$ cat src/tpc_pkg.sv
`timescale 1ns / 1ps
// ----------------------------------------------------------------------------
// tpc_pkg
// shared types and constants of the topographic pixel classifier
// ----------------------------------------------------------------------------
package tpc_pkg;

   localparam int unsigned ThrWidth  = 31;
   localparam int unsigned CsrIdxW   = 2;
   localparam int unsigned CsrDataW  = 32;
   localparam int unsigned PixelW    = 192;
   localparam int unsigned RspDataW  = 8;

   localparam logic [ThrWidth-1:0] GradMagThrReset = 31'd91750;
   localparam logic [ThrWidth-1:0] EigenThrReset   = 31'd65536;
   localparam logic [ThrWidth-1:0] ProjThrReset    = 31'd0;

   localparam logic [CsrIdxW-1:0] CsrGradMagThr = 2'd0;
   localparam logic [CsrIdxW-1:0] CsrEigenThr   = 2'd1;
   localparam logic [CsrIdxW-1:0] CsrProjThr    = 2'd2;

   typedef enum logic [3:0] {
      LBL_PEAK           = 4'd0,
      LBL_PIT            = 4'd1,
      LBL_RIDGE_SADDLE   = 4'd2,
      LBL_RAVINE_SADDLE  = 4'd3,
      LBL_RIDGE          = 4'd4,
      LBL_RAVINE         = 4'd5,
      LBL_FLAT           = 4'd6,
      LBL_SLOPE_HILL     = 4'd7,
      LBL_CONVEX         = 4'd8,
      LBL_CONCAVE        = 4'd9,
      LBL_CONVEX_SADDLE  = 4'd10,
      LBL_CONCAVE_SADDLE = 4'd11,
      LBL_UNKNOWN        = 4'd12
   } surface_label_type;

   // packed so that grad_x lands in the lowest bits
   typedef struct packed {
      logic signed [15:0] vec_second_y;
      logic signed [15:0] vec_second_x;
      logic signed [15:0] vec_first_y;
      logic signed [15:0] vec_first_x;
      logic signed [31:0] eig_second;
      logic signed [31:0] eig_first;
      logic signed [31:0] grad_y;
      logic signed [31:0] grad_x;
   } pixel_type;

   typedef struct packed {
      logic n1;        // first eigenvalue below -threshold
      logic n2;
      logic q1;        // first eigenvalue above +threshold
      logic q2;
      logic e1_neg;
      logic e1_pos;
      logic e2_neg;
      logic e2_pos;
      logic sum_neg;   // eigenvalue sum below zero
   } eig_flags_type;

   typedef struct packed {
      logic [62:0]        sq_x;
      logic [62:0]        sq_y;
      logic [61:0]        thr_sq;
      logic signed [47:0] p1_x;
      logic signed [47:0] p1_y;
      logic signed [47:0] p2_x;
      logic signed [47:0] p2_y;
      eig_flags_type      eig;
   } mult_type;

   typedef struct packed {
      logic low_grad;   // gradient magnitude under the limit
      logic lo1;
      logic lo2;
      eig_flags_type eig;
   } decide_type;

endpackage

$ cat src/tpc_reduce.sv
`timescale 1ns / 1ps
// ----------------------------------------------------------------------------
// tpc_reduce
// stages two and three: magnitude and projection sums, then threshold compares
// ----------------------------------------------------------------------------
module tpc_reduce (
   input  logic                                clock,
   input  logic                                reset,
   input  logic                                en,
   input  logic                                in_valid,
   input  tpc_pkg::mult_type                   in_data,
   input  logic [tpc_pkg::ThrWidth-1:0]        proj_thr,
   output logic                                out_valid,
   output tpc_pkg::decide_type                 out_data
);
   import tpc_pkg::*;

   // stage two
   logic               sum_valid_ff;
   logic [63:0]        mag2_ff, mag2_in;
   logic [61:0]        thr_sq_ff;
   logic signed [48:0] p1_ff, p1_in, p2_ff, p2_in;
   eig_flags_type      eig_ff;

   // stage three
   logic               cmp_valid_ff;
   decide_type         cmp_ff, cmp_in;
   logic signed [48:0] tge;

   assign mag2_in = {1'b0, in_data.sq_x} + {1'b0, in_data.sq_y};
   assign p1_in   = {in_data.p1_x[47], in_data.p1_x} + {in_data.p1_y[47], in_data.p1_y};
   assign p2_in   = {in_data.p2_x[47], in_data.p2_x} + {in_data.p2_y[47], in_data.p2_y};

   always_ff @(posedge clock) begin
      if (reset)   sum_valid_ff <= 1'b0;
      else if (en) sum_valid_ff <= in_valid;
      if (en) begin
         mag2_ff   <= mag2_in;
         thr_sq_ff <= in_data.thr_sq;
         p1_ff     <= p1_in;
         p2_ff     <= p2_in;
         eig_ff    <= in_data.eig;
      end
   end

   // |p| < t written as -t < p < t
   assign tge = {4'b0000, proj_thr, 14'b0};

   always_comb begin
      cmp_in.low_grad = mag2_ff < {2'b00, thr_sq_ff};
      cmp_in.lo1      = (p1_ff < tge) && (p1_ff > -tge);
      cmp_in.lo2      = (p2_ff < tge) && (p2_ff > -tge);
      cmp_in.eig      = eig_ff;
   end

   always_ff @(posedge clock) begin
      if (reset)   cmp_valid_ff <= 1'b0;
      else if (en) cmp_valid_ff <= sum_valid_ff;
      if (en) cmp_ff <= cmp_in;
   end

   assign out_valid = cmp_valid_ff;
   assign out_data  = cmp_ff;

endmodule

$ cat config.mk
export PLATFORM = sky130hd
export DESIGN_NAME = tpc_reduce
export DESIGN_NICKNAME = d
export VERILOG_FILES = /design/src/tpc_pkg.sv /design/src/tpc_reduce.sv
export SDC_FILE = /design/constraint.sdc
export NUM_CORES = 1
export LEC_CHECK = 0
export ABC_AREA = 1
export BUFFER_PORTS_ARGS = -buffer_cell sky130_fd_sc_hd__buf_2
export CAP_MARGIN = 40
export CORE_ASPECT_RATIO = 1.75
export CORE_MARGIN = 2
export CORE_UTILIZATION = 47
export CTS_BUF_LIST = sky130_fd_sc_hd__clkbuf_4 sky130_fd_sc_hd__clkbuf_8
export CTS_CLUSTER_DIAMETER = 30
export DETAILED_ROUTE_END_ITERATION = 7
export PLACE_DENSITY_LB_ADDON = 0.15
export SLEW_MARGIN = 20
export SYNTH_ARGS = -nofsm -noshare
export SYNTH_HDL_FRONTEND = slang
export SYNTH_SLANG_ARGS = --single-unit
$ cat constraint.sdc
create_clock -name clock -period 4.6 [get_ports clock]
set_clock_uncertainty 0.05 [all_clocks]
set_input_delay 1.38 -clock clock [delete_from_list [all_inputs] [get_ports clock]]
set_output_delay 1.38 -clock clock [all_outputs]
set_load 0.1 [all_outputs]
After elaboration in Yosys (flattened, before gate mapping)
Index checks and enable logic that the tools add are counted.
Word-level totals
  bits in registers: 247
  bits of input ports: 424
  output and inout port bits: 13
Operators by class
  $add $sub $neg: 4
  $lt $le $gt $ge: 5
  reduce and logical (&&, ||, !) cells: 2
Operators with widths (number)
  adder 48 x 48 -> 49 bit: 2
  greater-than comparator 49 bit: 2
  < comparator 49 x 46 -> 1 bit: 2
  adder 63 x 63 -> 64 bit: 1
  < comparator 64 x 62 -> 1 bit: 1
  negation 45 -> 49 bit: 1
  logical AND 1 bit: 2

Depth between registers and ports, before layout
  depth after elaboration: 3
  gate-level depth with buffers: 25
  gate-level depth less buffers: 25

Worst setup path after synthesis
No wires, ideal clock.
  path type: input to register
  start point: input port proj_thr[1] (netlist name)
  end point: register cmp_ff, in the netlist out_data[9] (data pin)
  arrival time: 4.148 ns
  data required time: 4.297 ns
  setup slack: 0.150 ns
  stages: 20
  path buffers: 0
  cells stage by stage: inv_1 > nand3_4 > nor4_4 > nand3b_4 > nor2_4 > nand3_2 > nor2_2 > nand2_2 > nor3_4 > nand2_2 > xor2_1 > ha_1 > nand2_1 > or3_1 > nor4b_1 > nand4_1 > o21ai_0 > nand2_1 > nand2_1 > nor2_1
RTL lines
  start, declared: line tpc_reduce.sv:12  | input logic [tpc_pkg::ThrWidth-1:0] proj_thr,
  end signal, assigned: line tpc_reduce.sv:59  | if (en) cmp_ff <= cmp_in;
  end, declared: line tpc_reduce.sv:27  | decide_type cmp_ff, cmp_in;

==> results.md <==
- Outcome: finished, final reports clean
- Row count: roughly 110
- Final Setup Violations: 0
- Combinational family with the most area after synthesis: adder cells
- Routed wire length on met2: roughly 45000 um
- Synth warnings: 0
- IO buf count: 436
- Clock tree from TritonCTS: done
- Max Root-Sink Buffers: 3
- RD Place Congestion: ~1.0
- Setup_tns: 0 ns
- Final worst path period share: 95.2%
- Number of hold-slack violations in the final timing report: 0
- Simple-gate share of the synthesized area: between 15 and 20%
- Clock sink count: 247
- Length of routed wiring on met1: about 26000 um
- Routed wire length on met3: 3420 um
- Routed length per placed instance: 20.1 um
- Highest fanout seen on the critical path: 3
- Count of mapped cells out of synthesis: 2829
- Highest attainable clock frequency: between 200 and 250 MHz
- Area of the mapped netlist: between 20000 and 25000 um^2
- Clock transition at the registers of the reported paths: 0.07 ns
- Library cell with the highest instance count after synthesis: nand2_1
- Critical path launch point type: input port
- Syn avg cell area: 8.07 um^2
- DRC violation total after the first TritonRoute iteration: approximately 1200
- Die area: 50400 um^2
- Share of synthesized flip-flops with an asynchronous set or reset: 0%
- Leakage power of the design: 13.3 nW
- Max-cap check violation count: 0
- Area share of the leading cell type in the synthesized netlist: 32.2%
- Ratio of total power to cell area: 307 nW/um^2
- Total of flip-flops plus latches after synthesis: 247
- Initial antenna violation count: 5
- Peak supply drop: 0.224 mV
- Global route total overflow: 0
- Total global routing track utilization: about a third
- Highest metal layer with signal wires: met5
- Fill cell total of the finished layout: 4517
- Core Box Area: 47900 um^2
- Setup repair after global routing missed its margin: yes
- Max-slew headroom at the worst pin: between 40% and 50%
- Root buf cell: clkbuf_8
- Drt drc: 0
- Number of pins exceeding their max-slew limit in the final report: 0
- Nets: approximately 4200
- Sequential fraction of the synthesis area: 32.4%
- Wire length of the first global-routing pass: 123000 um
- Clock latency on the worst-skew pair: 0.64 ns
- Top area cells in the synthesized netlist: edfxtp_1 (32%), ha_1 (19%), nand2_1 (7.2%)
- Routed vias: 22305
- Number of hold-repair buffers added at the cts stage: 0
- Number of distinct standard cells referenced by the synthesized netlist: 53
- Initial standard-cell utilization of the core: 47.7%
- Xor and xnor area share after synthesis: ~6.8%
- Count of pins on the block boundary: 437
- CP Capture Type: flop
- Number of global-route vias before repair: 23557
- Data required time at the worst endpoint: 4.91 ns
- Count of nets left with antenna violations after detail routing: 0
- Number of nets in the synthesized netlist: 3605
- Overall die width: 171 um
- Vias per Instance: 5.44
- Adder-cell area share of the yosys netlist: 19.4%
- Post-detailed-routing wire length: between 80000 and 90000 um
- Crit path DAT: between 4 and 5 ns
- Actual transition at the worst max-transition pin: 0.755 ns
- Main synth FF type: edfxtp_1
- Number of levels in the clock H-tree: 2
- Compound-cell area share of the yosys netlist: 16.3%
- Minimum clock period after layout: between 4 and 5 ns
- Number of enable-type register cells in the synthesized netlist: 245
- Core utilization of the finished layout: 58.0%
- Class of the tightest hold or removal check: flop to flop
- Proportion of layout cells with a drive suffix above 1: 19.0%
- Maximum number of pins on one net before global-route repair: between 80 and 90
- Area leader, netlist: edfxtp_1
- Area added between synthesis and finish: 21.6%
- First-pass DRT Iterations: 6
- Die span in y: 296 um
- Most frequent cells after synthesis: nand2_1 (441), inv_1 (435), ha_1 (349)
- Type of the worst setup path: input port to flop
- Multiplexer fraction of the synthesized cell area: 0%
- Placed wire-length estimate after detailed placement: a little over 70000 um
- CTS Buf Count: just over 50
==> stage by stage <==
step / worst slack (ns) / area [um^2] / total power, mW / instances / hold WS (ns)
after floorplan: 0.150 / 22800 / 4.83 / 2829 / 0.350
after global placement: -0.290 / 26500 / 5.96 / 4000 / 0.350
after detailed placement: -0.482 / 26500 / 6.02 / 4002 / 0.355
after CTS: 0.122 / 27600 / 8.54 / 4097 / 0.354
after global routing: -0.0352 / 27800 / 8.99 / 4102 / 0.357
final: 0.223 / 27800 / 8.52 / 4103 / 0.356
==> flip-flops by register name, indices dropped and copies added, names as in the netlist <==
name and cells:
out_data 12, p2_ff 49, mag2_ff 64, p1_ff 49, cmp_in 9, thr_sq_ff 62, sum_valid_ff 1, out_valid 1
==> worst max-delay path, cell delays in order <==
cell and delay (ns):
buf_2 0.12, nor2_1 0.09, buf_4 0.15, nand3_4 0.08
nor4_4 0.37, nand3b_4 0.14, nor2_4 0.14, nand3_2 0.08
nor2_2 0.14, nand2_2 0.09, nor3_4 0.27, nand2_4 0.11
xor2_2 0.17, ha_1 0.28, nand2_1 0.06, or3_4 0.35
nor4b_4 0.24, nand4_1 0.12, o21ai_1 0.15, nand2_1 0.06
nand2_1 0.05, nor2_1 0.04
==> per-layer routing <==
layer / vias up / GRT usage [%]
met3: 317 / 3.39
li1: 11007 / -
met5: - / 0
met4: 4 / 25.6
met1: 10162 / 28.4
met2: 815 / 64.4
==> cells in the final DEF (no fill, tap or decap), types with 4 or more instances in the layout <==
| cell | synthesis | routed |
|---|---|---|
| a211oi_1 | 12 | 11 |
| a21boi_0 | 10 | 10 |
| a21o_1 | 19 | 19 |
| a21oi_1 | 304 | 304 |
| a21oi_2 | 5 | 5 |
| a31oi_1 | 78 | 78 |
| and3_1 | 11 | 11 |
| buf_2 | 0 | 437 |
| buf_4 | 0 | 88 |
| bufinv_16 | 0 | 4 |
| clkbuf_4 | 0 | 6 |
| clkbuf_8 | 0 | 52 |
| clkinv_1 | 0 | 8 |
| clkinv_2 | 0 | 5 |
| clkinv_4 | 0 | 6 |
| clkinvlp_4 | 0 | 6 |
| edfxtp_1 | 245 | 245 |
| ha_1 | 349 | 349 |
| inv_1 | 435 | 435 |
| inv_6 | 0 | 6 |
| nand2_1 | 441 | 440 |
| nand3_1 | 97 | 96 |
| nand3_2 | 4 | 4 |
| nand3b_1 | 4 | 4 |
| nand4_1 | 30 | 30 |
| nor2_1 | 298 | 298 |
| nor3_1 | 35 | 33 |
| nor4_1 | 24 | 23 |
| o211ai_1 | 12 | 12 |
| o21a_1 | 12 | 12 |
| o21ai_0 | 142 | 141 |
| o21ai_1 | 9 | 10 |
| o21bai_1 | 17 | 17 |
| o221ai_1 | 9 | 9 |
| o31ai_1 | 6 | 6 |
| xnor2_1 | 60 | 60 |
| xor2_1 | 118 | 117 |
==> where the power goes <==
part / total (mW) / switching (mW) / internal (mW)
Sequential: 3.11 / 0.219 / 2.89
Clock: 2.50 / 1.12 / 1.38
Combinational: 2.90 / 1.82 / 1.08
==> path summary, 6_finish.rpt <==
check / from / to / slack [ns] / depth (start not counted)
setup / recovery: proj_thr[7] / out_data[9] / 0.22 / 22
hold / removal: cmp_in[6] / out_data[6] / 0.36 / 0
setup reg to reg: p1_ff[32] / out_data[10] / 1.83 / 11
hold reg to reg: cmp_in[6] / out_data[6] / 0.36 / 0
==> what timing repair did <==
item	CTS	global route
endpoints found under the setup margin	0	1
setup buffers	0	3
gates resized for setup	0	17
==> final cells by class <==
type	instances	area [um^2]	area share, %
diodes	3	7.51	0.0270
clock buffers	58	761	2.74
clock inverters	37	353	1.27
inverters	437	1640	5.91
multi-input cells	2145	13900	50.0
flip-flops and latches	247	7400	26.6
well taps	648	811	2.92
repair buffers	528	2900	10.5
==> logic make-up (layout without fill, tap and decap cells) <==
logic type / after synthesis / after routing
other: 0 / 3
DFF: 247 / 247
buffers and inverters: 437 / 1060
and+or+nand+nor: 962 / 962
AOI/OAI and AO/OA: 653 / 653
adders and majority gates: 352 / 352
xor gates and xnor gates: 178 / 178
Note: power is estimated with default switching activity, not from simulation.
