`config.mk`:
```
export PLATFORM = sky130hd
export DESIGN_NAME = tpc_label
export DESIGN_NICKNAME = d
export VERILOG_FILES = /design/src/tpc_pkg.sv /design/src/tpc_label.sv
export SDC_FILE = /design/constraint.sdc
export NUM_CORES = 1
export LEC_CHECK = 0
export BUFFER_PORTS_ARGS = -buffer_cell sky130_fd_sc_hd__buf_2
export CORE_AREA = 2 2 39 41
export CTS_CLUSTER_DIAMETER = 200
export DETAILED_ROUTE_END_ITERATION = 8
export DIE_AREA = 0 0 41 43
export SYNTH_ARGS = -nofsm -noshare
export SYNTH_HDL_FRONTEND = slang
export SYNTH_SLANG_ARGS = --single-unit
```
`constraint.sdc`:
```
create_clock -name clock -period 1.2 [get_ports clock]
set_input_delay 0.18 -clock clock [delete_from_list [all_inputs] [get_ports clock]]
set_output_delay 0.18 -clock clock [all_outputs]
set_load 0.01 [all_outputs]
```
`src/tpc_pkg.sv`:
```
`timescale 1ns / 1ps
// ----------------------------------------------------------------------------
// tpc_pkg
// shared types and constants of the topographic pixel classifier
// ----------------------------------------------------------------------------
package tpc_pkg;

   localparam int unsigned ThrWidth  = 31;
   localparam int unsigned CsrIdxW   = 2;
   localparam int unsigned CsrDataW  = 32;
   localparam int unsigned PixelW    = 192;
   localparam int unsigned RspDataW  = 8;

   localparam logic [ThrWidth-1:0] GradMagThrReset = 31'd91750;
   localparam logic [ThrWidth-1:0] EigenThrReset   = 31'd65536;
   localparam logic [ThrWidth-1:0] ProjThrReset    = 31'd0;

   localparam logic [CsrIdxW-1:0] CsrGradMagThr = 2'd0;
   localparam logic [CsrIdxW-1:0] CsrEigenThr   = 2'd1;
   localparam logic [CsrIdxW-1:0] CsrProjThr    = 2'd2;

   typedef enum logic [3:0] {
      LBL_PEAK           = 4'd0,
      LBL_PIT            = 4'd1,
      LBL_RIDGE_SADDLE   = 4'd2,
      LBL_RAVINE_SADDLE  = 4'd3,
      LBL_RIDGE          = 4'd4,
      LBL_RAVINE         = 4'd5,
      LBL_FLAT           = 4'd6,
      LBL_SLOPE_HILL     = 4'd7,
      LBL_CONVEX         = 4'd8,
      LBL_CONCAVE        = 4'd9,
      LBL_CONVEX_SADDLE  = 4'd10,
      LBL_CONCAVE_SADDLE = 4'd11,
      LBL_UNKNOWN        = 4'd12
   } surface_label_type;

   // packed so that grad_x lands in the lowest bits
   typedef struct packed {
      logic signed [15:0] vec_second_y;
      logic signed [15:0] vec_second_x;
      logic signed [15:0] vec_first_y;
      logic signed [15:0] vec_first_x;
      logic signed [31:0] eig_second;
      logic signed [31:0] eig_first;
      logic signed [31:0] grad_y;
      logic signed [31:0] grad_x;
   } pixel_type;

   typedef struct packed {
      logic n1;        // first eigenvalue below -threshold
      logic n2;
      logic q1;        // first eigenvalue above +threshold
      logic q2;
      logic e1_neg;
      logic e1_pos;
      logic e2_neg;
      logic e2_pos;
      logic sum_neg;   // eigenvalue sum below zero
   } eig_flags_type;

   typedef struct packed {
      logic [62:0]        sq_x;
      logic [62:0]        sq_y;
      logic [61:0]        thr_sq;
      logic signed [47:0] p1_x;
      logic signed [47:0] p1_y;
      logic signed [47:0] p2_x;
      logic signed [47:0] p2_y;
      eig_flags_type      eig;
   } mult_type;

   typedef struct packed {
      logic low_grad;   // gradient magnitude under the limit
      logic lo1;
      logic lo2;
      eig_flags_type eig;
   } decide_type;

endpackage

```
`src/tpc_label.sv`:
```
`timescale 1ns / 1ps
// ----------------------------------------------------------------------------
// tpc_label
// stage four: label decision into the output register
// ----------------------------------------------------------------------------
module tpc_label (
   input  logic                                clock,
   input  logic                                reset,
   input  logic                                en,
   input  logic                                in_valid,
   input  tpc_pkg::decide_type                 in_data,
   output logic                                out_valid,
   output tpc_pkg::surface_label_type          out_label
);
   import tpc_pkg::*;

   logic              valid_ff;
   surface_label_type label_ff, label_in;
   logic low_grad, big, n1, n2, q1, q2, f1, f2, lo1, lo2, opp;
   eig_flags_type e;

   assign e        = in_data.eig;
   assign low_grad = in_data.low_grad;
   assign big      = ~in_data.low_grad;
   assign lo1      = in_data.lo1;
   assign lo2      = in_data.lo2;
   assign n1       = e.n1;
   assign n2       = e.n2;
   assign q1       = e.q1;
   assign q2       = e.q2;
   assign f1       = ~e.n1 & ~e.q1;
   assign f2       = ~e.n2 & ~e.q2;
   assign opp      = (e.e1_neg & e.e2_pos) | (e.e1_pos & e.e2_neg);

   always_comb begin
      label_in = LBL_UNKNOWN;
      if (low_grad && n1 && n2) begin
         label_in = LBL_PEAK;
      end else if (low_grad && q1 && q2) begin
         label_in = LBL_PIT;
      end else if (low_grad && opp) begin
         label_in = e.sum_neg ? LBL_RIDGE_SADDLE : LBL_RAVINE_SADDLE;
      end else if ((big && n1 && lo1) || (big && n2 && lo2) ||
                   (low_grad && n1 && f2) || (low_grad && f1 && n2)) begin
         label_in = LBL_RIDGE;
      end else if ((big && q1 && lo1) || (big && q2 && lo2) ||
                   (low_grad && q1 && f2) || (low_grad && f1 && q2)) begin
         label_in = LBL_RAVINE;
      end else if (low_grad && f1 && f2) begin
         label_in = LBL_FLAT;
      end else if ((!lo1 && !lo2) || (!lo1 && f2) || (!lo2 && f1) ||
                   (big && f1 && f2)) begin
         // hill family
         if (f1 && f2) begin
            label_in = LBL_SLOPE_HILL;
         end else if ((e.e1_pos && !e.e2_neg) || (!e.e1_neg && e.e2_pos)) begin
            label_in = LBL_CONVEX;
         end else if ((e.e1_neg && !e.e2_pos) || (!e.e1_pos && e.e2_neg)) begin
            label_in = LBL_CONCAVE;
         end else if (opp) begin
            label_in = e.sum_neg ? LBL_CONVEX_SADDLE : LBL_CONCAVE_SADDLE;
         end
      end
   end

   always_ff @(posedge clock) begin
      if (reset)   valid_ff <= 1'b0;
      else if (en) valid_ff <= in_valid;
      if (en) label_ff <= label_in;
   end

   assign out_valid = valid_ff;
   assign out_label = label_ff;

endmodule

```
### Word level (Yosys, flattened, before mapping)

Cells that the tools add are included.
W data, S select, Z words.

| cells by class | value |
|---|---|
| bitwise gates (word level) | 10 |
| muxes and demuxes | 12 |
| reductions and logical operators | 47 |

Operator list:

| cell | number |
|---|---|
| $logic_and A1 B1 Y1 | 29 |
| $mux W4 | 6 |
| $logic_or A1 B1 Y1 | 11 |
| $mux W3 | 3 |
| $logic_not A1 Y1 | 6 |
| $not A1 Y1 | 5 |
| $and A1 B1 Y1 | 4 |
| $mux W1 | 3 |
| $reduce_or A2 Y1 | 1 |
| $or A1 B1 Y1 | 1 |

| word-level totals | value |
|---|---|
| input bits | 16 |
| logic and storage cells | 72 |
| output and inout bits | 5 |
| register bits after elaboration | 5 |

### Depth between registers and ports, before layout

| logic depth | value |
|---|---|
| depth in word-level cells | 12 |
| depth in mapped cells | 5 |
| depth with buffers taken out | 4 |

### Worst setup path after synthesis

OpenSTA, ideal clock, no wires.

| timing | value |
|---|---|
| path kind | input to register |
| from | in in_data[11] (netlist bit) |
| to | reg label_ff[2], in the netlist out_label[2] (data pin) |
| buffers on the path | 1 |
| arrival | 0.903 ns |
| required time | 0.926 ns |
| stages on the path | 4 |
| library setup time | 0.274 ns |
| setup slack | 0.022 ns |
| cells stage by stage | clkbuf_1 > o2bb2ai_1 > a211oi_1 > a31oi_1 |

| on the way | value |
|---|---|
| cells in the longest elaborated chain, start to end | 9 |
| elaborated cells on any way between the ends | 35 |
| those cells by class | 5 x mux; 1 x bitwise; 29 x reduce/logical |

RTL lines:

| element | RTL line | source |
|---|---|---|
| from (decl) | tpc_label.sv:11 | `input tpc_pkg::decide_type in_data,` |
| $not A1 Y1 | tpc_label.sv:24 | `assign big = ~in_data.low_grad;` |
| $logic_and A1 B1 Y1, on equally long branches (2 in a row) | tpc_label.sv:52, tpc_label.sv:46 |  |
| $logic_or A1 B1 Y1, on equally long branches | tpc_label.sv:51, tpc_label.sv:46 |  |
| $mux W4 / $logic_or A1 B1 Y1 (equally long branches) | tpc_label.sv:51, tpc_label.sv:46 |  |
| $mux W4 / $logic_or A1 B1 Y1 (equally long branches) | tpc_label.sv:49, tpc_label.sv:47 |  |
| $mux W4 | tpc_label.sv:46 | `end else if ((big && q1 && lo1) \|\| (big && q2 && lo2) \|\|` |
| $mux W4 | tpc_label.sv:43 | `end else if ((big && n1 && lo1) \|\| (big && n2 && lo2) \|\|` |
| $mux W4 | tpc_label.sv:41 | `end else if (low_grad && opp) begin` |
| to (signal assigned) | tpc_label.sv:69 | `if (en) label_ff <= label_in;` |
| to (decl) | tpc_label.sv:18 | `surface_label_type label_ff, label_in;` |

Several ways; a longest one is shown, not always the timed one.
A chain may end at the register's enable or synchronous reset.

### Final worst setup path

| timing | value |
|---|---|
| from | in in_data[8] (netlist bit) |
| to | reg label_ff[1], in the netlist out_label[1] (data pin) |

| on the way | value |
|---|---|
| cells in the longest elaborated chain, start to end | 10 |
| elaborated cells on any way between the ends | 28 |
| those cells by class | 6 x mux; 2 x bitwise; 20 x reduce/logical |

RTL lines:

| element | RTL line | source |
|---|---|---|
| $not A1 Y1 | tpc_label.sv:31 | `assign f1 = ~e.n1 & ~e.q1;` |
| $and A1 B1 Y1 | tpc_label.sv:31 |  |
| $logic_and A1 B1 Y1, on equally long branches | tpc_label.sv:51, tpc_label.sv:52 |  |
| $logic_or A1 B1 Y1 / $logic_and A1 B1 Y1 (equally long branches) | tpc_label.sv:51, tpc_label.sv:52 |  |
| $logic_or A1 B1 Y1 | tpc_label.sv:51 | `end else if ((!lo1 && !lo2) \|\| (!lo1 && f2) \|\| (!lo2 && f1) \|\|` |
| $mux W4 | tpc_label.sv:51 |  |
| $mux W4 | tpc_label.sv:49 | `end else if (low_grad && f1 && f2) begin` |
| $mux W4 | tpc_label.sv:46 |  |
| $mux W4 | tpc_label.sv:43 |  |
| $mux W4 | tpc_label.sv:41 |  |

Several ways; a longest one is shown, not always the timed one.

==> run metrics <==
vias in the first global route=507; Routed WL per cell=11.1 um; Worst-Margin Slew=0.387 ns; post-synth cell types=29; switching share of total power=28.5%; Synth Cell Area=465 um2; global-route wire length before repair=2030 um; clock sinks=5; synthesis-to-layout area growth=57.5%; Clk pwr share=31.3%; drt first pass iters=4; HP Class=input port to flip-flop; GRT Util Overall=16.6%; highest-count cells in the layout ignoring fill and taps=20 x buf_2, 16 x buf_4, 5 x o21ai_0, 5 x nand2_1, 5 x nor2_1; Synth area leader=edfxtp_1; Port Buffers=20; post-DP HPWL=1050 um; total die area=1760 um2; highest-delay cell along the critical path=nor3b_1; total power=0.000627 W; Clk Latency, worst-skew pair=0.23 ns; fin worst setup slack=0.0986 ns; pin count of the biggest net entering global routing=9; top cells by area, synth=edfxtp_1 26%, a22oi_1 6.5%, o21ai_0 5.4%, a211oi_1 4.8%, dfxtp_1 4.3%; WS Path Type=input port to flip-flop; IO Count=21; final setup fails=0; # diodes=0; CP Launch Type=input port; clk buf depth=2; Post CTS Setup Buffer Count=0; antenna viol nets, final=0; CP Cell Sequence=buf_2 -> nor3b_1 -> o2bb2ai_1 -> a211oi_2 -> a41o_1; RSZ-0062 raised after global routing=false; post-synthesis register bit count=5; die height=43 um; switching pwr=0.000179 W; Core ar.=1380 um2; min cycle time layout=1.10 ns; Syn Inst Count=57; maxcap violations=0; Post-synth EDFFs=4; Via density=5.20; WP data required=1.18 ns; Final Cycle Share=91.8%; clock slew at reported path FFs=0.04 ns; outcome=finished clean; hold buffer count at cts=0; Comb pwr share=34.8%; LEAKAGE=0.349 nW; Top FF cell, synth=edfxtp_1; Max Fclk=0.908 GHz; Internal=0.000448 W; Worst EP arrival=1.09 ns; pre-CTS setup slack=-0.148 ns; syn nets=73; initial antenna violation count=0; GPL Wtd Cong=0.766; CTS Buf Count=3; H-tree depth=1; fillers=157; DRC viols=0; clk_skew=0 ns; sequential area share after synthesis=30.1%; final hold vios=0; gr ovfl total=0; largest fanout on the critical path=6; crit end category=flip-flop; via count=582; max_slew headroom=74.0%; Yosys Warn Count=0; Layout Nets=113; Synth top area share=25.8%; Total Routed Length=1250 um; Die Span X=41 um; power density over the cells=855 nW/um2; Starting DRT DRC Count=6; root buffer cell=clkbuf_4; syn avg cell area=8.17 um2; layout cell share with drive strength beyond 1=44.8%; Max Transition Viols Final=0; starting density of the core=33.6%; Seq pwr share=34.0%; CTS tree=yes; row count=14; Max VDD drop=0.298 mV; Async S/R FF share, synth=0%; delay of the slowest critical-path stage=0.27 ns; commonest non-fill, non-tap cell in the layout=buf_2
area by class of cell:
class | count | area [um2] | share of cell area, %
Tap cell | 16 | 20.0 | 2.73
Multi-Input combinational cell | 48 | 315 | 43.0
Timing Repair Buffer | 36 | 220 | 30.0
Inverter | 3 | 11.3 | 1.54
Sequential cell | 5 | 140 | 19.1
Clock buffer | 4 | 26.3 | 3.58
what timing repair did:
action,CTS,global route
endpoints found under the setup margin,0,2
gates resized for setup,0,1
hold endpoints to repair,0,0
power by group through the flow:
stage	logic, W	clock network (W)	registers (W)
finish	0.000218	0.000196	0.000213
global route	0.000243	0.000208	0.000215
CTS	0.000218	0.000199	0.000213
detailed placement	0.000217	0	0.000216
global placement	0.000214	0	0.000216
floorplan	0.0000860	0	0.000227
worst paths after layout:
kind / start / to / slack [ns] / cells past startpoint
worst max register to register: out_valid$_SDFFE_PP0P_ / out_valid$_SDFFE_PP0P_ / 0.61 / 2
worst min register to register: out_valid$_SDFFE_PP0P_ / out_valid$_SDFFE_PP0P_ / 0.50 / 2
worst min-delay path: reset / out_valid$_SDFFE_PP0P_ / 0.1 / 2
worst max-delay path: in_data[8] / out_label[1]$_SDFFCE_PP0P_ / 0.1 / 5
critical path, delay by kind of cell:
kind | cells | cell delay, ns
AO/OA/AOI/OAI | 3 | 0.50
AND/OR/NAND/NOR | 1 | 0.27
buffers and inverters | 1 | 0.13
sequential cells by signal, summed over array words and instances, names as in the netlist:
| register | flops |
|---|---|
| out_valid | 1 |
| out_label | 4 |
metal layers:
| metal | part of all wire [%] | global-route usage, % | wire [um] |
|---|---|---|---|
| met5 | 0 | 0 | 0 |
| met4 | 0 | 6.00 | 0 |
| met3 | 3.0 | 3.14 | 38 |
| met2 | 57 | 29.1 | 716 |
| met1 | 39 | 18.4 | 491 |
logic make-up after synthesis:
logic type	count (synthesis)	synth area share [%]
AO/OA/AOI/OAI	24	36.8
XOR/XNOR	1	1.88
buffers and inverters	4	3.22
flip-flops	5	30.1
multiplexers	2	4.57
AND/OR/NAND/NOR	21	23.4
stage by stage:
stage / TNS (ns) / instance area, um2 / utilization, % / cells / hold slack, ns
floorplan: 0 / 465 / - / 57 / 0.252
global placement: -0.506 / 702 / 50.7 / 108 / 0.336
detailed placement: -0.524 / 702 / 50.7 / 108 / 0.339
CTS: 0 / 728 / 52.6 / 112 / 0.0888
global route: 0 / 733 / 53.0 / 112 / 0.102
finish: 0 / 733 / 53.0 / 112 / 0.0960
synth_stat cells (2+ instances only):
library cell	instances
a31oi_1	2
nor2_1	5
inv_1	3
a21oi_1	2
edfxtp_1	4
a22o_1	2
a211oi_1	3
and2_1	2
nand3_1	2
o31ai_1	2
a22oi_1	4
nand2_1	5
o21ai_0	5
(Power assumes the default switching activity.)
