<file path="src/tpc_pkg.sv">
`timescale 1ns / 1ps
// ----------------------------------------------------------------------------
// tpc_pkg
// shared types and constants of the topographic pixel classifier
// ----------------------------------------------------------------------------
package tpc_pkg;

   localparam int unsigned ThrWidth  = 31;
   localparam int unsigned CsrIdxW   = 2;
   localparam int unsigned CsrDataW  = 32;
   localparam int unsigned PixelW    = 192;
   localparam int unsigned RspDataW  = 8;

   localparam logic [ThrWidth-1:0] GradMagThrReset = 31'd91750;
   localparam logic [ThrWidth-1:0] EigenThrReset   = 31'd65536;
   localparam logic [ThrWidth-1:0] ProjThrReset    = 31'd0;

   localparam logic [CsrIdxW-1:0] CsrGradMagThr = 2'd0;
   localparam logic [CsrIdxW-1:0] CsrEigenThr   = 2'd1;
   localparam logic [CsrIdxW-1:0] CsrProjThr    = 2'd2;

   typedef enum logic [3:0] {
      LBL_PEAK           = 4'd0,
      LBL_PIT            = 4'd1,
      LBL_RIDGE_SADDLE   = 4'd2,
      LBL_RAVINE_SADDLE  = 4'd3,
      LBL_RIDGE          = 4'd4,
      LBL_RAVINE         = 4'd5,
      LBL_FLAT           = 4'd6,
      LBL_SLOPE_HILL     = 4'd7,
      LBL_CONVEX         = 4'd8,
      LBL_CONCAVE        = 4'd9,
      LBL_CONVEX_SADDLE  = 4'd10,
      LBL_CONCAVE_SADDLE = 4'd11,
      LBL_UNKNOWN        = 4'd12
   } surface_label_type;

   // packed so that grad_x lands in the lowest bits
   typedef struct packed {
      logic signed [15:0] vec_second_y;
      logic signed [15:0] vec_second_x;
      logic signed [15:0] vec_first_y;
      logic signed [15:0] vec_first_x;
      logic signed [31:0] eig_second;
      logic signed [31:0] eig_first;
      logic signed [31:0] grad_y;
      logic signed [31:0] grad_x;
   } pixel_type;

   typedef struct packed {
      logic n1;        // first eigenvalue below -threshold
      logic n2;
      logic q1;        // first eigenvalue above +threshold
      logic q2;
      logic e1_neg;
      logic e1_pos;
      logic e2_neg;
      logic e2_pos;
      logic sum_neg;   // eigenvalue sum below zero
   } eig_flags_type;

   typedef struct packed {
      logic [62:0]        sq_x;
      logic [62:0]        sq_y;
      logic [61:0]        thr_sq;
      logic signed [47:0] p1_x;
      logic signed [47:0] p1_y;
      logic signed [47:0] p2_x;
      logic signed [47:0] p2_y;
      eig_flags_type      eig;
   } mult_type;

   typedef struct packed {
      logic low_grad;   // gradient magnitude under the limit
      logic lo1;
      logic lo2;
      eig_flags_type eig;
   } decide_type;

endpackage

</file>
<file path="src/tpc_skid.sv">
`timescale 1ns / 1ps
// ----------------------------------------------------------------------------
// tpc_skid
// input skid buffer, keeps req_tready off the downstream stall path
// ----------------------------------------------------------------------------
module tpc_skid (
   input  logic                  clock,
   input  logic                  reset,
   input  logic                  en,
   input  logic                  req_tvalid,
   output logic                  req_tready,
   input  tpc_pkg::pixel_type    req_pixel,
   output logic                  out_valid,
   output tpc_pkg::pixel_type    out_pixel
);
   import tpc_pkg::*;

   logic      hold_valid_ff, hold_valid_in;
   pixel_type hold_pixel_ff, hold_pixel_in;
   logic      req_fire;

   assign req_tready = ~hold_valid_ff;
   assign req_fire   = req_tvalid & req_tready;

   assign out_valid = hold_valid_ff | req_fire;
   assign out_pixel = hold_valid_ff ? hold_pixel_ff : req_pixel;

   always_comb begin
      hold_valid_in = hold_valid_ff;
      hold_pixel_in = hold_pixel_ff;
      if (hold_valid_ff) begin
         if (en) hold_valid_in = 1'b0;
      end else if (req_fire && !en) begin
         hold_valid_in = 1'b1;
         hold_pixel_in = req_pixel;
      end
   end

   always_ff @(posedge clock) begin
      if (reset) hold_valid_ff <= 1'b0;
      else       hold_valid_ff <= hold_valid_in;
      hold_pixel_ff <= hold_pixel_in;
   end

endmodule

</file>
<file path="config.mk">
export PLATFORM = sky130hd
export DESIGN_NAME = tpc_skid
export DESIGN_NICKNAME = d
export VERILOG_FILES = /design/src/tpc_pkg.sv /design/src/tpc_skid.sv
export SDC_FILE = /design/constraint.sdc
export NUM_CORES = 1
export LEC_CHECK = 0
export BUFFER_PORTS_ARGS = -buffer_cell sky130_fd_sc_hd__buf_2
export CAP_MARGIN = 20
export CELL_PAD_IN_SITES_DETAIL_PLACEMENT = 0
export CELL_PAD_IN_SITES_GLOBAL_PLACEMENT = 2
export CORE_MARGIN = 2
export CORE_UTILIZATION = 36
export CTS_BUF_LIST = sky130_fd_sc_hd__clkbuf_2
export DETAILED_ROUTE_END_ITERATION = 6
export HOLD_SLACK_MARGIN = 0.08
export PLACE_DENSITY_LB_ADDON = 0.1
export SLEW_MARGIN = 5
export SYNTH_ARGS = -nofsm -noshare
export SYNTH_HDL_FRONTEND = slang
export SYNTH_SLANG_ARGS = --single-unit
</file>
<file path="constraint.sdc">
create_clock -name clock -period 23.6 [get_ports clock]
set_input_delay 1.18 -clock clock [delete_from_list [all_inputs] [get_ports clock]]
set_output_delay 1.18 -clock clock [all_outputs]
set_load 0.02 [all_outputs]
</file>
## Word-level counts from Yosys, hierarchy flattened

Index checks and enable logic that the tools add are counted.

| word-level totals | value |
|---|---|
| flip-flop bits (word level) | 193 |
| output and inout port bits | 194 |
| word-level logic and storage cells | 19 |

| cells by class | value |
|---|---|
| multiplexer cells | 4 |
| reductions and logical operators | 3 |
| bitwise logic cells | 3 |

Operators with widths:

| cell | count |
|---|---|
| $mux W192 | 1 |
| $mux W1 | 3 |
| $reduce_and A2 Y1 | 1 |
| $and A1 B1 Y1 | 1 |
| $logic_and A1 B1 Y1 | 1 |
| $logic_not A1 Y1 | 1 |
| $not A1 Y1 | 1 |
| $or A1 B1 Y1 | 1 |

## Depth between registers and ports, before layout

Gate-level depths: netlist of the first run.

| depth | value |
|---|---|
| depth after elaboration | 5 |
| mapped depth | 4 |
| gate-level depth less buffers | 2 |

## Worst setup path before layout of the first run

No wires, ideal clock.

| path | value |
|---|---|
| path kind | input-to-reg |
| start | input en |
| end | register hold_pixel_ff[0] (netlist name), enable pin |
| path buffers | 0 |
| path slack | 7642 ps |
| cell stages on the path | 1 |
| arrival time | 14942 ps |
| cells stage by stage | nor3b_1 |

| on the way | value |
|---|---|
| cells in the longest elaborated chain, start to end | 3 |

Ends and longest elaborated chain:

| element | line | text |
|---|---|---|
| from (decl) | tpc_skid.sv:9 | `input logic en,` |
| $logic_not A1 Y1 | tpc_skid.sv:33 | `end else if (req_fire && !en) begin` |
| $logic_and A1 B1 Y1 | tpc_skid.sv:33 |  |
| $reduce_and A2 Y1 (no source line) | -- |  |
| to (signal assigned) | tpc_skid.sv:42 | `hold_pixel_ff <= hold_pixel_in;` |
| to (decl) | tpc_skid.sv:19 | `pixel_type hold_pixel_ff, hold_pixel_in;` |

Every way passes these cells.
A chain may end at the register's enable or synchronous reset.

==> impl_metrics.toml, run 1 <==
[outcome]
status = "complete, no violations"

[floorplan]
die_h_um = 160
dieArea_um2 = 25600
ios = 390
coreArea_um2 = 24100
rows = 57
start_util = 0.363
fp.dieW_um = 160

[place]
placedCellCount = 1109
place_hpwl_mm = 16.8
numPortBuffers = 389
dpl-instance-area_um2 = 10900
place_ws_ns = 19.57
gp_congestion = 0.806

[cts]
clk-insertion-delay-late_ns = 0.74
cts_buffer_depth = 2
cts_tree = "yes"
clk_pin_slew_ns = 0.29
cts_made_buffers = 17
cts.htree.levels = 4
cts_sinks = 193
cts_setup_buffers = 0
cts_root_buf = "clkbuf_2"
holdBufCountCts = 0
ctsResizeCount = 0

[timing]
fin_crit_ns = 4.84
finalSetupTns_ns = 0
relSlewSlack = 0.365
grt_setup_unrepaired = "no"
setup_violations = 0
tightest_slew_ns = 0.952
whs_ns = 0.546
finalHoldViolations = 0
setup_ws_ns = 18.76
max_freq_mhz = 207
skew_ns = 0.0287
slew_violations = 0
fin_crit_sh = 0.205

[final_layout]
ff_latch_area_um2 = 5790
multiInputGateArea_um2 = 2740
finish.instance_area_um2 = 11200
utilization = 0.466
areaGrowthSynthToFinish_pct = 28.3
fin_nets = 1001
drive_above_1_share = 0.760
final_cells = 1149
n_fill_cell = 2240

[logic_synthesis]
syn_inst = 411
synth_cell_types = 9
yosysMostFrequentCell = "edfxtp_1"
yosysSeqAreaShare = 0.661
synth.net_count = 607
synth_top_flop_cell = "edfxtp_1"
synth_common_cells = "edfxtp_1 (192), mux2_4 (148), mux2_2 (44)"
synthArstFlopShare = 0
synth.yosys.warnings = 0
synth.area.top_cells = "edfxtp_1 (66%), mux2_4 (25%), mux2_2 (5.7%)"
netlist_area_um2 = 8750
synth_enable_flop_cells = 192
synth.largest_area_cell = "edfxtp_1"
synth_seq_cells = 193
synth.top_cell.area_share = 0.659
avgSynthCellArea_um2 = 21.3

[route]
drc = 0
drtAntennaViolNets = 0
via_count = 5209
drt_iter0_drc = 243
drt-wirelength-per-cell_um = 19.3
firstDrtPassIters = 4
via_per_inst = 4.53
route.final.wire_length_mm = 22.2

[global_route]
grt_pass1_wl_mm = 32.4
grt_start_max_net_pins = 73
grt_remaining_overflow = 0
grt.total_usage = 0.166
grt_pass1_vias = 5493
grt_antenna_before_repair = 7

[power_and_ir_drop]
ir_worst_vdd_mv = 0.0273
power.density_nw_per_um2 = 62.3
total_power_uw = 699
p_leak_nw = 4.75

[setup_path]
required_ns = 22.42
path_class = "reg2out"
cp.arrival_ns = 3.66
cp-start-kind = "flip-flop"
worstReg2RegStart = "hold_valid_ff"
worstSetupEndpointType = "output port"
startpoint = "hold_valid_ff"
cp_max_fo = 53

[flow_run]
maxCapViolations = 0

[worst_hold_path]
min_path_type = "in2reg"
hold_path.startpoint = "reset"
[area by class of cell]
type,count,share of cell area
flip-flops and latches,193,0.516
diodes,7,0.00156
clock buffers,18,0.00803
well taps,324,0.0361
clock inverters,14,0.0132
multi-input cells,195,0.244
repair buffers,397,0.181
inverters,1,0.000334
[final timing paths]
| path | endpoint | slack [ns] | depth (start not counted) |
|---|---|---|---|
| max | out_pixel[116] | 18.76 | 4 |
| min | hold_valid_ff | 0.55 | 2 |
| max reg2reg | hold_pixel_ff[79] | 20.59 | 4 |
| min reg2reg | hold_valid_ff | 1.56 | 3 |
[cells in the final DEF (no fill, tap or decap), types with 2 or more instances in the layout]
cell / synthesis / layout
buf_4: 0 / 7
inv_6: 0 / 2
clkbuf_2: 0 / 18
mux2_4: 148 / 148
clkinv_4: 0 / 5
inv_8: 0 / 4
buf_2: 4 / 389
diode_2: 0 / 7
edfxtp_1: 192 / 192
mux2_2: 44 / 44
[sequential cells by signal, indices dropped and copies added, names as in the netlist]
register	flops
hold_valid_ff	1
hold_pixel_ff	192
[kinds of logic after synthesis]
| kind of cell | count (synthesis) | synth area share |
|---|---|---|
| simple gates | 3 | 0.00243 |
| mux | 192 | 0.311 |
| buf+inv | 23 | 0.0259 |
| flops | 193 | 0.661 |
[routing by layer]
layer  track usage  vias up  share of wire
met2         0.278      244           0.50
met4        0.0598        2          0.017
met3        0.0688       26          0.088
met5             0        -        0.00059
met1         0.193     2516           0.39
li1              -     2421              -
[worst max-delay path, stage by stage, from the launching register on]
cell	delay (ns)
dfxtp_4	0.92
buf_4	0.65
buf_4	0.75
mux2_4	0.35
buf_2	0.16
[power by group]
part | internal, mW | switching, mW | total (mW) | leakage (nW)
sequential | 0.394 | 0.00566 | 0.400 | 1.80
combinational | 0.0614 | 0.0717 | 0.133 | 2.81
clock | 0.0430 | 0.123 | 0.166 | 0.145
Note: power is estimated with default switching activity, not from simulation.
==> inputs of run 2 (changes only) <==
Settings changed: CORE_UTILIZATION 36 to 33.
Clock period 23.6 ns to 5 ns, I/O delays scaled along.
==> run 2 against run 1 <==
The run now fails in clock tree synthesis. Synthesized cell count unchanged. Area after synthesis unchanged.
==> impl_metrics.toml, run 2 <==
[cts]
cts_sinks = 193
cts_root_buf = "clkbuf_2"
cts_made_buffers = 17
holdBufCountCts = 231
cts_buffer_depth = 2
cts.htree.levels = 4
ctsResizeCount = 0
cts_setup_buffers = 0

[logic_synthesis]
synth_common_cells = "edfxtp_1 (192), mux2_4 (148), mux2_2 (44)"
syn_inst = 411
synth_enable_flop_cells = 192
synth_top_flop_cell = "edfxtp_1"
synthArstFlopShare = 0
netlist_area_um2 = 8750
synth.top_cell.area_share = 0.659
synth.largest_area_cell = "edfxtp_1"
synth.area.top_cells = "edfxtp_1 (66%), mux2_4 (25%), mux2_2 (5.7%)"
yosysSeqAreaShare = 0.661
synth.net_count = 607
avgSynthCellArea_um2 = 21.3
yosysMostFrequentCell = "edfxtp_1"
synth_cell_types = 9
synth_seq_cells = 193
synth.yosys.warnings = 0

[floorplan]
rows = 59
ios = 390
die_h_um = 167
start_util = 0.336
fp.dieW_um = 167

[place]
placedCellCount = 1118
gp_congestion = 0.750
numPortBuffers = 389
place_hpwl_mm = 16.4

[outcome]
status = "aborted with a tool error"
stop_error = "[ERROR RSZ-0060] Max buffer count reached."
stop_stage = "clock tree synthesis"
run 2: metrics by stage:
step	cell area (um^2)	hold slack, ns	TNS [ns]	setup WS, ns
detailed placement	11000	0.410	0	2.81
global placement	11000	0.409	0	2.85
floorplan	8770	0.325	-185.97	-0.969
run 2: cells by family after synthesis:
kind of cell           share of synthesized area
buffers and inverters                     0.0259
DFF                                        0.661
muxes                                      0.311
and+or+nand+nor                          0.00243
==> inputs of run 3 (changes only) <==
Settings changed: CELL_PAD_IN_SITES_DETAIL_PLACEMENT 0 to not set, CELL_PAD_IN_SITES_GLOBAL_PLACEMENT 2 to not set, CORE_UTILIZATION 33 to 30, CTS_BUF_LIST sky130_fd_sc_hd__clkbuf_2 to not set, HOLD_SLACK_MARGIN 0.08 to not set, PLACE_DENSITY_LB_ADDON 0.1 to 0.15.
==> run 3 against run 2 <==
The flow now finishes without violations.
==> impl_metrics.toml, run 3 (synthesis gave the netlist of run 1 again) <==
[cts]
clk-insertion-delay-late_ns = 0.44
cts_buffer_depth = 2
ctsResizeCount = 0
cts.htree.levels = 4
cts_sinks = 193
cts_root_buf = "clkbuf_16"
clk_pin_slew_ns = 0.08
cts_tree = "yes"
cts_setup_buffers = 0
holdBufCountCts = 190
cts_made_buffers = 17

[flow_run]
maxCapViolations = 0

[timing]
slew_violations = 0
grt_setup_unrepaired = "no"
fin_crit_ns = 2.80
finalHoldViolations = 0
relSlewSlack = 0.341
fin_crit_sh = 0.560
setup_violations = 0
skew_ns = 0.0109
tightest_slew_ns = 0.988
setup_ws_ns = 2.20
max_freq_mhz = 357

[setup_path]
crit_buf_inv = 2
required_ns = 4.75
cp_max_fo = 64
crit_slowest_cell = "buf_4"
slowest_delay_ns = 0.82
worstPathCellList = "buf_4 -> mux2_2 -> buf_2"
path_class = "reg2out"
cp.arrival_ns = 2.55
cp_top_family = "buffers and inverters"
worstSetupEndpointType = "output port"
cp-start-kind = "flip-flop"

[final_layout]
areaGrowthSynthToFinish_pct = 55.1
diodes = 0
final_common_cell = "buf_2"
final_cell_mix = "buf_2 (389), edfxtp_1 (192), dlygate4sd3_1 (191)"
top_register = "hold_pixel_ff"
fin_nets = 1189
n_fill_cell = 2511
finish.instance_area_um2 = 13600
largestRegisters = "hold_pixel_ff x192, hold_valid_ff x1"
drive_above_1_share = 0.615
largest_register_ff_count = 192

[floorplan]
dieArea_um2 = 30600
die_h_um = 175
coreArea_um2 = 28700
ios = 390
fp.dieW_um = 175
rows = 62
start_util = 0.305

[route]
drtAntennaViolNets = 0
via_count = 5893
firstDrtPassIters = 4
drt_iter0_drc = 248
route.final.wire_length_mm = 22.5
drc = 0
via_per_inst = 4.24
drt-wirelength-per-cell_um = 16.2

[power_and_ir_drop]
power.density_nw_per_um2 = 299
ir_worst_vdd_mv = 0.202
p_leak_nw = 5.70

[global_route]
grt_antenna_before_repair = 0
grt_start_max_net_pins = 107
grt_pass1_vias = 6460
grt.total_usage = 0.146
grt_remaining_overflow = 0
grt_pass1_wl_mm = 34.6

[place]
dpl-instance-area_um2 = 11000
place_ws_ns = 2.64
numPortBuffers = 389
place_hpwl_mm = 15.3
gp_congestion = 0.816

[worst_hold_path]
min_path_type = "in2reg"

[outcome]
status = "complete, no violations"
[run 3: worst reg2reg max path, stage by stage, from the launching register on]
cell and delay, ns:
dfxtp_4 0.50, nor3b_4 0.28, buf_4 0.32, buf_16 0.34
[run 3: per-layer routing]
metal  part of all wire  track usage  wire [um]
met1               0.41        0.167       9190
met2               0.49        0.249      11000
met4              0.017       0.0500        385
met5                  0            0          0
met3              0.086       0.0564       1940
[run 3: where the power goes]
| part | total [mW] | switching, mW | internal, mW |
|---|---|---|---|
| Combinational | 0.753 | 0.362 | 0.391 |
| Sequential | 1.88 | 0.0227 | 1.86 |
| Clock | 1.43 | 0.634 | 0.795 |
| Total | 4.07 | 1.02 | 3.05 |
[run 3: area by class of cell]
cell class,count,area [um^2],share of cell area
clock buffer,17,425,0.0313
inverter,1,3.75,0.000277
clock inverter,15,183,0.0135
sequential,193,5790,0.427
tap,384,480,0.0354
multi-input combinational,195,2750,0.203
timing repair buffer,585,3940,0.290
[run 3: path summary, 6_finish.rpt]
kind,start,end,slack (ns),cells past startpoint
setup / recovery,hold_valid_ff,out_pixel[7],2.20,3
hold / removal,req_pixel[86],hold_pixel_ff[86],0.04,1
setup reg to reg,hold_valid_ff,hold_pixel_ff[62],3.16,3
hold reg to reg,hold_valid_ff,hold_pixel_ff[170],1.16,2
[run 3: per-stage QoR]
| stage | util | cells | hold slack (ns) | setup TNS [ns] | power [mW] |
|---|---|---|---|---|---|
| 2_1_floorplan | - | 411 | 0.325 | -185.97 | 2.33 |
| 3_3_place_gp | 0.384 | 1166 | 0.406 | 0 | 2.55 |
| 3_5_place_dp | 0.384 | 1166 | 0.411 | 0 | 2.55 |
| 4_1_cts | 0.472 | 1388 | 0.00939 | 0 | 4.12 |
| 5_1_grt | 0.473 | 1390 | 0.0115 | 0 | 4.23 |
| 6_report | 0.473 | 1390 | 0.0388 | 0 | 4.07 |
